## src/rtl/audio_ducking_gain_ramp_unit_assert.svh

```systemverilog
// Assertion macros for the ducking gain ramp back end
`ifndef AUDIO_DUCKING_GAIN_RAMP_UNIT_ASSERT_SVH
`define AUDIO_DUCKING_GAIN_RAMP_UNIT_ASSERT_SVH

// same-cycle implication, checked out of reset
`define ADGR_ASSERT_IMP(lbl, ante, cons) \
    lbl: assert property (@(posedge clk) disable iff (!rst_n) (ante) |-> (cons)) \
        else $error("adgr: same-cycle check failed");

// next-cycle implication, checked out of reset
`define ADGR_ASSERT_NXT(lbl, ante, cons) \
    lbl: assert property (@(posedge clk) disable iff (!rst_n) (ante) |=> (cons)) \
        else $error("adgr: next-cycle check failed");

`endif

```

## src/rtl/adgr_pkg.sv

```systemverilog
// Types, constants and gain table for the ducking gain ramp
package adgr_pkg;

    localparam int SAMPLE_W         = 16;
    localparam int DB_W             = 6;
    localparam int RAMP_BITS        = 24;
    localparam int GAIN_W           = 15;
    localparam int GAIN_FRAC        = 15;
    localparam int GAIN_ENTRIES_DEF = 51;
    localparam int QUEUE_DEPTH      = 2;

    typedef enum logic
    {
        KIND_SAMPLE = 1'b0,
        KIND_DUCK   = 1'b1
    } item_kind_t;

    typedef enum logic
    {
        BK_RUN = 1'b0,
        BK_DIV = 1'b1
    } back_state_t;

    typedef struct packed
    {
        logic                        req_type;
        logic signed [SAMPLE_W-1:0]  sample_in;
        logic [DB_W-1:0]             target_db;
        logic [RAMP_BITS-1:0]        ramp_samples;
    } req_item_t;

    typedef struct packed
    {
        logic signed [SAMPLE_W-1:0]  sample_out;
        logic [DB_W-1:0]             applied_db;
        logic                        ramping;
    } rsp_item_t;

    typedef struct packed
    {
        item_kind_t                  kind;
        logic signed [SAMPLE_W-1:0]  sample;
        logic [DB_W-1:0]             target;
        logic [RAMP_BITS-1:0]        ramp;
    } q_item_t;

    typedef struct packed
    {
        logic                  start;
        logic [RAMP_BITS-1:0]  dividend;
        logic [DB_W-1:0]       divisor;
    } div_req_t;

    typedef struct packed
    {
        logic                  done;
        logic [RAMP_BITS-1:0]  quotient;
        logic [DB_W-1:0]       remainder;
    } div_res_t;

    function automatic logic [DB_W-1:0] move_level(input logic [DB_W-1:0] lv,
                                                   input logic down);
        logic [DB_W-1:0] res;
        begin
            if (down)
            begin
                res = lv - DB_W'(1);
            end
            else
            begin
                res = lv + DB_W'(1);
            end
            return res;
        end
    endfunction

    function automatic logic [GAIN_W-1:0] gain_q15(input logic [DB_W-1:0] db);
        logic [GAIN_W-1:0] g;
        begin
            case (db)
                6'd0:    g = 15'd32767;
                6'd1:    g = 15'd29201;
                6'd2:    g = 15'd26022;
                6'd3:    g = 15'd23189;
                6'd4:    g = 15'd20665;
                6'd5:    g = 15'd18415;
                6'd6:    g = 15'd16410;
                6'd7:    g = 15'd14624;
                6'd8:    g = 15'd13032;
                6'd9:    g = 15'd11613;
                6'd10:   g = 15'd10349;
                6'd11:   g = 15'd9222;
                6'd12:   g = 15'd8218;
                6'd13:   g = 15'd7324;
                6'd14:   g = 15'd6527;
                6'd15:   g = 15'd5816;
                6'd16:   g = 15'd5183;
                6'd17:   g = 15'd4619;
                6'd18:   g = 15'd4116;
                6'd19:   g = 15'd3668;
                6'd20:   g = 15'd3269;
                6'd21:   g = 15'd2913;
                6'd22:   g = 15'd2596;
                6'd23:   g = 15'd2313;
                6'd24:   g = 15'd2061;
                6'd25:   g = 15'd1837;
                6'd26:   g = 15'd1637;
                6'd27:   g = 15'd1459;
                6'd28:   g = 15'd1300;
                6'd29:   g = 15'd1158;
                6'd30:   g = 15'd1032;
                6'd31:   g = 15'd920;
                6'd32:   g = 15'd820;
                6'd33:   g = 15'd731;
                6'd34:   g = 15'd651;
                6'd35:   g = 15'd580;
                6'd36:   g = 15'd517;
                6'd37:   g = 15'd461;
                6'd38:   g = 15'd411;
                6'd39:   g = 15'd366;
                6'd40:   g = 15'd326;
                6'd41:   g = 15'd291;
                6'd42:   g = 15'd259;
                6'd43:   g = 15'd231;
                6'd44:   g = 15'd206;
                6'd45:   g = 15'd183;
                6'd46:   g = 15'd163;
                6'd47:   g = 15'd146;
                6'd48:   g = 15'd130;
                6'd49:   g = 15'd116;
                6'd50:   g = 15'd103;
                default: g = '0;
            endcase
            return g;
        end
    endfunction

endpackage

```

## src/rtl/audio_ducking_gain_ramp_unit.sv

```systemverilog
// A sample passes through the queue, the scale stage and the result register.
// Throughput: one audio sample per cycle while the result side keeps up and no ramp division runs.
// A duck command needing no ramp is popped without holding the back end; a ramping one
// holds sample processing until the bit-serial divider reports its result.
// Reset clears the level, goal, ramp counters, queue and pipeline valids at once.
// Top level of the ducking gain ramp: front queue, back end and divider
module audio_ducking_gain_ramp_unit #(
    parameter int GAIN_ENTRIES = adgr_pkg::GAIN_ENTRIES_DEF
) (
    input  logic                clk,
    input  logic                rst_n,
    input  logic                req_valid,
    output logic                req_ready,
    input  adgr_pkg::req_item_t req,
    output logic                rsp_valid,
    input  logic                rsp_ready,
    output adgr_pkg::rsp_item_t rsp
);

    logic               q_valid;
    logic               q_ready;
    adgr_pkg::q_item_t  q_item;
    adgr_pkg::div_req_t div_req;
    adgr_pkg::div_res_t div_res;

    adgr_front #(
        .GAIN_ENTRIES (GAIN_ENTRIES)
    ) u_front (
        .clk       (clk),
        .rst_n     (rst_n),
        .req_valid (req_valid),
        .req_ready (req_ready),
        .req       (req),
        .q_valid   (q_valid),
        .q_ready   (q_ready),
        .q_item    (q_item)
    );

    adgr_div u_div (
        .clk     (clk),
        .rst_n   (rst_n),
        .div_req (div_req),
        .div_res (div_res)
    );

    adgr_back #(
        .GAIN_ENTRIES (GAIN_ENTRIES)
    ) u_back (
        .clk       (clk),
        .rst_n     (rst_n),
        .q_valid   (q_valid),
        .q_ready   (q_ready),
        .q_item    (q_item),
        .div_req   (div_req),
        .div_res   (div_res),
        .rsp_valid (rsp_valid),
        .rsp_ready (rsp_ready),
        .rsp       (rsp)
    );

endmodule

```

## src/rtl/adgr_front.sv

```systemverilog
// Front end: accepts transactions, classifies them and queues them for the back end
module adgr_front #(
    parameter int GAIN_ENTRIES = adgr_pkg::GAIN_ENTRIES_DEF
) (
    input  logic               clk,
    input  logic               rst_n,
    input  logic               req_valid,
    output logic               req_ready,
    input  adgr_pkg::req_item_t req,
    output logic               q_valid,
    input  logic               q_ready,
    output adgr_pkg::q_item_t  q_item
);

    localparam int PTR_W = $clog2(adgr_pkg::QUEUE_DEPTH);
    localparam int CNT_W = $clog2(adgr_pkg::QUEUE_DEPTH + 1);

    adgr_pkg::q_item_t   mem [adgr_pkg::QUEUE_DEPTH];
    adgr_pkg::q_item_t   cls_item;
    logic [PTR_W-1:0]    wr_ptr_reg;
    logic [PTR_W-1:0]    wr_ptr_next;
    logic [PTR_W-1:0]    rd_ptr_reg;
    logic [PTR_W-1:0]    rd_ptr_next;
    logic [CNT_W-1:0]    cnt_reg;
    logic [CNT_W-1:0]    cnt_next;
    logic                push;
    logic                pop;

    assign req_ready = (cnt_reg != CNT_W'(adgr_pkg::QUEUE_DEPTH));
    assign q_valid   = (cnt_reg != '0);
    assign q_item    = mem[rd_ptr_reg];
    assign push      = req_valid && req_ready;
    assign pop       = q_valid && q_ready;

    // classify and clamp the target to the table
    always_comb
    begin
        cls_item.kind   = req.req_type ? adgr_pkg::KIND_DUCK : adgr_pkg::KIND_SAMPLE;
        cls_item.sample = req.sample_in;
        cls_item.ramp   = req.ramp_samples;
        if (req.target_db > adgr_pkg::DB_W'(GAIN_ENTRIES - 1))
        begin
            cls_item.target = adgr_pkg::DB_W'(GAIN_ENTRIES - 1);
        end
        else
        begin
            cls_item.target = req.target_db;
        end
    end

    always_comb
    begin
        wr_ptr_next = wr_ptr_reg;
        rd_ptr_next = rd_ptr_reg;
        cnt_next    = cnt_reg;
        if (push)
        begin
            wr_ptr_next = (wr_ptr_reg == PTR_W'(adgr_pkg::QUEUE_DEPTH - 1)) ?
                          '0 : wr_ptr_reg + PTR_W'(1);
        end
        if (pop)
        begin
            rd_ptr_next = (rd_ptr_reg == PTR_W'(adgr_pkg::QUEUE_DEPTH - 1)) ?
                          '0 : rd_ptr_reg + PTR_W'(1);
        end
        if (push && !pop)
        begin
            cnt_next = cnt_reg + CNT_W'(1);
        end
        else if (pop && !push)
        begin
            cnt_next = cnt_reg - CNT_W'(1);
        end
    end

    always_ff @(posedge clk)
    begin
        if (push)
        begin
            mem[wr_ptr_reg] <= cls_item;
        end
    end

    always_ff @(posedge clk or negedge rst_n)
    begin
        if (!rst_n)
        begin
            wr_ptr_reg <= '0;
            rd_ptr_reg <= '0;
            cnt_reg    <= '0;
        end
        else
        begin
            wr_ptr_reg <= wr_ptr_next;
            rd_ptr_reg <= rd_ptr_next;
            cnt_reg    <= cnt_next;
        end
    end

endmodule

```

## src/rtl/adgr_div.sv

```systemverilog
// Bit-serial restoring divider for the samples-per-step figure
module adgr_div (
    input  logic               clk,
    input  logic               rst_n,
    input  adgr_pkg::div_req_t div_req,
    output adgr_pkg::div_res_t div_res
);

    localparam int RB    = adgr_pkg::RAMP_BITS;
    localparam int DW    = adgr_pkg::DB_W;
    localparam int CNT_W = $clog2(RB);

    logic             busy_reg;
    logic             busy_next;
    logic             done_reg;
    logic             done_next;
    logic [CNT_W-1:0] cnt_reg;
    logic [CNT_W-1:0] cnt_next;
    logic [RB-1:0]    quo_reg;
    logic [RB-1:0]    quo_next;
    logic [DW-1:0]    rem_reg;
    logic [DW-1:0]    rem_next;
    logic [DW-1:0]    dvs_reg;
    logic [DW-1:0]    dvs_next;
    logic [DW:0]      shifted;
    logic [DW:0]      diff;
    logic             fits;

    assign shifted = {rem_reg, quo_reg[RB-1]};
    assign diff    = shifted - {1'b0, dvs_reg};
    assign fits    = (shifted >= {1'b0, dvs_reg});

    always_comb
    begin
        busy_next = busy_reg;
        done_next = 1'b0;
        cnt_next  = cnt_reg;
        quo_next  = quo_reg;
        rem_next  = rem_reg;
        dvs_next  = dvs_reg;
        if (div_req.start)
        begin
            busy_next = 1'b1;
            cnt_next  = '0;
            quo_next  = div_req.dividend;
            rem_next  = '0;
            dvs_next  = div_req.divisor;
        end
        else if (busy_reg)
        begin
            quo_next = {quo_reg[RB-2:0], fits};
            rem_next = fits ? diff[DW-1:0] : shifted[DW-1:0];
            cnt_next = cnt_reg + CNT_W'(1);
            if (cnt_reg == CNT_W'(RB - 1))
            begin
                busy_next = 1'b0;
                done_next = 1'b1;
            end
        end
    end

    always_ff @(posedge clk)
    begin
        quo_reg <= quo_next;
        rem_reg <= rem_next;
        dvs_reg <= dvs_next;
        cnt_reg <= cnt_next;
    end

    always_ff @(posedge clk or negedge rst_n)
    begin
        if (!rst_n)
        begin
            busy_reg <= 1'b0;
            done_reg <= 1'b0;
        end
        else
        begin
            busy_reg <= busy_next;
            done_reg <= done_next;
        end
    end

    assign div_res.done      = done_reg;
    assign div_res.quotient  = quo_reg;
    assign div_res.remainder = rem_reg;

endmodule

```

## src/rtl/adgr_back.sv

```systemverilog
// Back end: ducking state, ramp stepping, gain scaling and output register
`include "audio_ducking_gain_ramp_unit_assert.svh"

module adgr_back #(
    parameter int GAIN_ENTRIES = adgr_pkg::GAIN_ENTRIES_DEF
) (
    input  logic                clk,
    input  logic                rst_n,
    input  logic                q_valid,
    output logic                q_ready,
    input  adgr_pkg::q_item_t   q_item,
    output adgr_pkg::div_req_t  div_req,
    input  adgr_pkg::div_res_t  div_res,
    output logic                rsp_valid,
    input  logic                rsp_ready,
    output adgr_pkg::rsp_item_t rsp
);

    localparam int SW = adgr_pkg::SAMPLE_W;
    localparam int DW = adgr_pkg::DB_W;
    localparam int RB = adgr_pkg::RAMP_BITS;
    localparam int GW = adgr_pkg::GAIN_W;
    localparam int PW = SW + GW + 1;

    adgr_pkg::back_state_t state_reg;
    adgr_pkg::back_state_t state_next;

    logic [DW-1:0]          level_reg;
    logic [DW-1:0]          level_next;
    logic [DW-1:0]          goal_reg;
    logic [DW-1:0]          goal_next;
    logic [RB-1:0]          ramp_left_reg;
    logic [RB-1:0]          ramp_left_next;
    logic [RB-1:0]          step_len_reg;
    logic [RB-1:0]          step_len_next;
    logic [RB-1:0]          step_left_reg;
    logic [RB-1:0]          step_left_next;
    logic                   step_down_reg;
    logic                   step_down_next;
    logic [RB-1:0]          cmd_ramp_reg;
    logic [RB-1:0]          cmd_ramp_next;

    logic                   a_valid_reg;
    logic                   a_valid_next;
    logic signed [SW-1:0]   a_x_reg;
    logic signed [SW-1:0]   a_x_next;
    logic [GW-1:0]          a_gain_reg;
    logic [GW-1:0]          a_gain_next;
    logic                   a_bypass_reg;
    logic                   a_bypass_next;
    logic [DW-1:0]          a_db_reg;
    logic [DW-1:0]          a_db_next;
    logic                   a_act_reg;
    logic                   a_act_next;

    logic                   b_valid_reg;
    logic                   b_valid_next;
    adgr_pkg::rsp_item_t    b_data_reg;
    adgr_pkg::rsp_item_t    b_data_next;

    logic                   b_adv;
    logic                   a_adv;
    logic                   is_duck;
    logic                   pop;
    logic                   pop_sample;
    logic                   pop_cmd;
    logic                   same;
    logic                   go_up;
    logic [DW-1:0]          diff;
    logic [DW-1:0]          steps;
    logic                   go_ramp;
    logic                   active;
    logic [RB-1:0]          sl_dec;
    logic signed [PW-1:0]   prod;

    assign is_duck    = (q_item.kind == adgr_pkg::KIND_DUCK);
    assign b_adv      = !b_valid_reg || rsp_ready;
    assign a_adv      = !a_valid_reg || b_adv;
    assign pop        = q_valid && q_ready;
    assign pop_sample = pop && !is_duck;
    assign pop_cmd    = pop && is_duck;

    assign same    = (q_item.target == goal_reg);
    assign go_up   = (q_item.target > goal_reg);
    assign diff    = go_up ? (q_item.target - goal_reg) : (goal_reg - q_item.target);
    assign steps   = diff - DW'(1);
    assign go_ramp = (q_item.ramp != '0) && (steps != '0);
    assign active  = (ramp_left_reg != '0);
    assign sl_dec  = (step_left_reg != '0) ? (step_left_reg - RB'(1)) : '0;

    always_comb
    begin
        state_next = state_reg;
        case (state_reg)
            adgr_pkg::BK_RUN:
            begin
                if (pop_cmd && !same && go_ramp)
                begin
                    state_next = adgr_pkg::BK_DIV;
                end
            end
            adgr_pkg::BK_DIV:
            begin
                if (div_res.done)
                begin
                    state_next = adgr_pkg::BK_RUN;
                end
            end
            default:
            begin
                state_next = adgr_pkg::BK_RUN;
            end
        endcase
    end

    always_comb
    begin
        q_ready          = 1'b0;
        div_req.start    = 1'b0;
        div_req.dividend = q_item.ramp;
        div_req.divisor  = steps;
        case (state_reg)
            adgr_pkg::BK_RUN:
            begin
                q_ready       = is_duck || a_adv;
                div_req.start = q_valid && is_duck && !same && go_ramp;
            end
            adgr_pkg::BK_DIV:
            begin
                q_ready = 1'b0;
            end
            default:
            begin
                q_ready = 1'b0;
            end
        endcase
    end

    always_comb
    begin
        level_next     = level_reg;
        goal_next      = goal_reg;
        ramp_left_next = ramp_left_reg;
        step_len_next  = step_len_reg;
        step_left_next = step_left_reg;
        step_down_next = step_down_reg;
        cmd_ramp_next  = cmd_ramp_reg;
        a_valid_next   = a_valid_reg;
        a_x_next       = a_x_reg;
        a_gain_next    = a_gain_reg;
        a_bypass_next  = a_bypass_reg;
        a_db_next      = a_db_reg;
        a_act_next     = a_act_reg;

        if (a_adv)
        begin
            a_valid_next = pop_sample;
        end

        if (pop_sample)
        begin
            a_x_next      = q_item.sample;
            a_gain_next   = adgr_pkg::gain_q15(level_reg);
            a_bypass_next = !active && (level_reg == '0);
            a_db_next     = level_reg;
            a_act_next    = active;
            if (active)
            begin
                ramp_left_next = ramp_left_reg - RB'(1);
                if (sl_dec == '0)
                begin
                    level_next     = adgr_pkg::move_level(level_reg, step_down_reg);
                    step_left_next = step_len_reg;
                end
                else
                begin
                    step_left_next = sl_dec;
                end
            end
        end

        // snap to the old goal, then either jump or take the first step
        if (pop_cmd && !same)
        begin
            goal_next      = q_item.target;
            step_down_next = !go_up;
            ramp_left_next = '0;
            if (go_ramp)
            begin
                level_next    = adgr_pkg::move_level(goal_reg, !go_up);
                cmd_ramp_next = q_item.ramp;
            end
            else
            begin
                level_next = q_item.target;
            end
        end

        if (div_res.done)
        begin
            step_len_next  = div_res.quotient;
            step_left_next = div_res.quotient;
            ramp_left_next = cmd_ramp_reg - RB'(div_res.remainder);
        end
    end

    assign prod = a_x_reg * $signed({1'b0, a_gain_reg});

    always_comb
    begin
        b_valid_next = b_valid_reg;
        b_data_next  = b_data_reg;
        if (b_adv)
        begin
            b_valid_next = a_valid_reg;
            if (a_valid_reg)
            begin
                b_data_next.sample_out = a_bypass_reg ? a_x_reg :
                                         prod[adgr_pkg::GAIN_FRAC+SW-1:adgr_pkg::GAIN_FRAC];
                b_data_next.applied_db = a_db_reg;
                b_data_next.ramping    = a_act_reg;
            end
        end
    end

    always_ff @(posedge clk)
    begin
        cmd_ramp_reg <= cmd_ramp_next;
        a_x_reg      <= a_x_next;
        a_gain_reg   <= a_gain_next;
        a_bypass_reg <= a_bypass_next;
        a_db_reg     <= a_db_next;
        a_act_reg    <= a_act_next;
        b_data_reg   <= b_data_next;
    end

    always_ff @(posedge clk or negedge rst_n)
    begin
        if (!rst_n)
        begin
            state_reg     <= adgr_pkg::BK_RUN;
            level_reg     <= '0;
            goal_reg      <= '0;
            ramp_left_reg <= '0;
            step_len_reg  <= '0;
            step_left_reg <= '0;
            step_down_reg <= 1'b0;
            a_valid_reg   <= 1'b0;
            b_valid_reg   <= 1'b0;
        end
        else
        begin
            state_reg     <= state_next;
            level_reg     <= level_next;
            goal_reg      <= goal_next;
            ramp_left_reg <= ramp_left_next;
            step_len_reg  <= step_len_next;
            step_left_reg <= step_left_next;
            step_down_reg <= step_down_next;
            a_valid_reg   <= a_valid_next;
            b_valid_reg   <= b_valid_next;
        end
    end

    assign rsp_valid = b_valid_reg;
    assign rsp       = b_data_reg;

    `ADGR_ASSERT_IMP(a_no_pop_in_div, state_reg == adgr_pkg::BK_DIV, !q_ready)
    `ADGR_ASSERT_IMP(a_done_in_div, div_res.done, state_reg == adgr_pkg::BK_DIV)
    `ADGR_ASSERT_IMP(a_level_range, 1'b1, {1'b0, level_reg} < (DW+1)'(GAIN_ENTRIES))
    `ADGR_ASSERT_NXT(a_ramp_step, ramp_left_reg != '0, step_left_reg != '0 || ramp_left_reg == '0)

endmodule
```

## config.mk

```make
export PLATFORM = sky130hd
export DESIGN_NAME = audio_ducking_gain_ramp_unit
export DESIGN_NICKNAME = d
export VERILOG_FILES = /design/src/rtl/adgr_pkg.sv /design/src/rtl/audio_ducking_gain_ramp_unit.sv /design/src/rtl/adgr_front.sv /design/src/rtl/adgr_div.sv /design/src/rtl/adgr_back.sv
export VERILOG_INCLUDE_DIRS = /design/src /design/src/rtl
export SDC_FILE = /design/constraint.sdc
export NUM_CORES = 1
export LEC_CHECK = 0
export BUFFER_PORTS_ARGS = -buffer_cell sky130_fd_sc_hd__buf_2
export CORE_MARGIN = 4
export CORE_UTILIZATION = 43
export CTS_CLUSTER_DIAMETER = 120
export DETAILED_ROUTE_END_ITERATION = 12
export HOLD_SLACK_MARGIN = 0.03
export PLACE_DENSITY = 0.65
export SLEW_MARGIN = 0
export SYNTH_ARGS = -nofsm -noshare
export SYNTH_HDL_FRONTEND = slang
export SYNTH_SLANG_ARGS = --single-unit
```

## constraint.sdc

```tcl
create_clock -name clk -period 11.8 [get_ports clk]
set_input_delay 0.59 -clock clk [delete_from_list [all_inputs] [get_ports clk]]
set_output_delay 0.59 -clock clk [all_outputs]
set_load 0.03 [all_outputs]
```

==> results.txt <==
# DRC: 0
most numerous cell in the Yosys netlist: inv_1
Commonest cells post-synth: 372 x inv_1, 246 x fa_1, 219 x nand2_1, 210 x edfxtp_1, 124 x ha_1
Max clock buf depth: 3
Largest stage delay, worst path: 0.70 ns
Slew @ Worst Pin: 1.15 ns
setup violators final: 0
post_cts resized: 0
Initial Utilization: 0.436
ant diodes: 0
Post-CTS Setup Bufs: 0
Post-Route WL: 56500 microns
most used cell, CP: fa_1
worst setup path start: u_back.a_x_reg[15]$_DFFE_PP_
number of global-route vias before repair: 17700
critical path arrival: 7.27 ns
#FFs+latches synth: 315
Total Routing Usage GR: 0.188
period utilization: 0.597
Die Area: 61500 sq um
Core Footprint: 56700 sq um
I/O pin cnt: 76
synthesized area: 24800 sq um
wire per inst: 17.6 microns
GRT Residual Overflow: 0
first-pass GRT wire length: 92900 microns
min-delay worst type: input port to flip-flop
average cell area after synthesis: 10.3 sq um
max_cap viols: 0
Max Freq: 0.142 GHz
IO buf count: 75
Worst-Skew Late Latency: 0.56 ns
Largest Register: u_front.mem
CTS clk-pin slew, worst paths: 0.07 ns
Final Max Tran Viols: 0
EDFF count, synth: 210
count of cell types in the netlist: 81
placed cell area: 25800 sq um
Iteration-0 DRC Markers: 1144
routability cong.: 0.895
Mapped Cells: 2399
total CTS buffers: 38
area leader, netlist: edfxtp_1
first drt pass iteration count: 6
Yosys top cell area share: 0.255
vias per inst: 5.35
reg2reg setup slack: 4.76 ns
Die W: 248 microns
Cell Chain, Critical Path: nand2_1 -> fa_1 -> fa_1 -> inv_1 -> fa_1 -> fa_1 -> fa_1 -> inv_1 -> fa_1 -> inv_1 -> ha_1 -> nand4_1 -> or3_1 -> o22ai_1 -> o31ai_1 -> o2111ai_1 -> a21oi_1 -> xnor2_1 -> o21ai_0
htree depth: 2
initial antenna violation count: 0
clk sinks: 315
Root Buffer: clkbuf_16
Area Overhead vs Synth: 9.53%
Yosys Warn Count: 0
syn_nets: 2820
sequential area share after synthesis: 0.359
total negative setup slack: 0 ns
share of synthesized registers carrying an async set or reset: 0.298
CTS tree: yes
Worst Clk Skew: 0.0359 ns
CP Class: flip-flop to flip-flop
share of cells above drive strength 1: 0.0998
Max FO, Critical Path: 16
Critical-path top delay cell: edfxtp_1
largest net degree at the start of global routing: 71
post-DP HPWL: 41900 microns
clock period minus worst slack: 7.04 ns
Crit path required time: 12.03 ns
max FFs per register: 94
leading register cell type out of synthesis: edfxtp_1
Synth area leaders: edfxtp_1 25%, fa_1 20%, dfrtp_1 9.5%
worst path bufs/invs: 3
total number of vias: 17200
Die Ht: 248 microns
DRT antenna net count: 0
Hold Crit Start: req[14]
worst r2r src: u_back.a_x_reg[15]$_DFFE_PP_
Startpoint Class: flip-flop
status: finished, final reports clean
CP top delay family: adder cells
Worst setup EP type: flip-flop
relative slew slack: 0.236
final net count: 2845
post-route design area: 27100 sq um
cts hold-fix bufs: 1
RSZ-0062 raised after global routing: no
Site Rows: 87
Hold Vio Cnt, Final: 0
-- metal layers --
metal / track usage / wire length, microns
met5: 0 / 0
met4: 0.0400 / 966
met3: 0.0358 / 4230
met2: 0.314 / 26800
met1: 0.258 / 24500
-- area by class of cell --
| class | count | area [sq um] |
|---|---|---|
| clock buffers | 52 | 1070 |
| inverters | 374 | 1400 |
| multi-input cells | 1603 | 14100 |
| fillers | 5118 | 29600 |
| well taps | 756 | 946 |
| flip-flops and latches | 315 | 8880 |
| clock inverters | 18 | 241 |
| repair buffers | 92 | 508 |
-- worst paths after layout --
| path | endpoint | depth (start not counted) |
|---|---|---|
| max | u_back.rsp[22]$_DFFE_PP_ | 19 |
| max in group asynchronous | u_front.rd_ptr_reg$_DFFE_PN0P_ | 3 |
| min in group asynchronous | u_back.step_len_reg[4]$_DFFE_PN0P_ | 2 |
| min reg2reg | u_back.rsp[6]$_DFFE_PP_ | 0 |
| min | u_front.mem[1][14]$_DFFE_PP_ | 1 |
| max reg2reg | u_back.rsp[22]$_DFFE_PP_ | 19 |
-- cell families (layout without fill, tap and decap cells) --
logic type,after synthesis,in the layout,synth area share
XOR/XNOR,91,91,0.0322
multiplexers,100,100,0.0443
adder cells (fa/ha/maj),370,370,0.262
AO/OA/AOI/OAI,392,392,0.0988
buffers and inverters,481,536,0.0745
AND/OR/NAND/NOR,650,650,0.130
flip-flops,315,315,0.359
-- cells in the final DEF, fill, tap and decap left out, drive strengths merged, types with 16 or more instances in the layout --
cell type and n:
inv 377, fa 246, nand2 219, edfxtp 210, ha 124, o21ai 123, and2 122, nor2 120
a21oi 102, dfrtp 94, buf 91, mux2 67, clkbuf 52, xnor2 51, nor3 47, xor2 40
mux2i 32, nand3 30, nor4 20, nor2b 20, o31ai 20, a211oi 17, a21o 17, o22ai 16
a31oi 16
-- stage by stage --
step	hold WS, ns	instances	utilization	worst slack [ns]
2_1_floorplan	0.294	2399	-	5.48
3_3_place_gp	0.404	3139	0.455	4.99
3_5_place_dp	0.416	3139	0.455	4.74
4_1_cts	0.173	3210	0.478	4.73
5_1_grt	0.180	3210	0.478	4.35
6_report	0.203	3210	0.478	4.76
-- worst reg2reg max path, stage by stage (launching register included) --
cell	delay (ns)
edfxtp_1	0.70
nand2_1	0.25
fa_1	0.64
fa_1	0.62
inv_1	0.33
fa_1	0.52
fa_1	0.53
fa_1	0.49
inv_1	0.05
fa_1	0.47
inv_1	0.04
ha_1	0.37
nand4_1	0.15
or3_1	0.39
o22ai_1	0.32
o31ai_1	0.19
o2111ai_1	0.30
a21oi_1	0.13
xnor2_1	0.15
o21ai_0	0.10
Power is left out: the tool's default activity adds up to more than one toggle a clock period on the data nets, which glitch-free logic cannot reach.
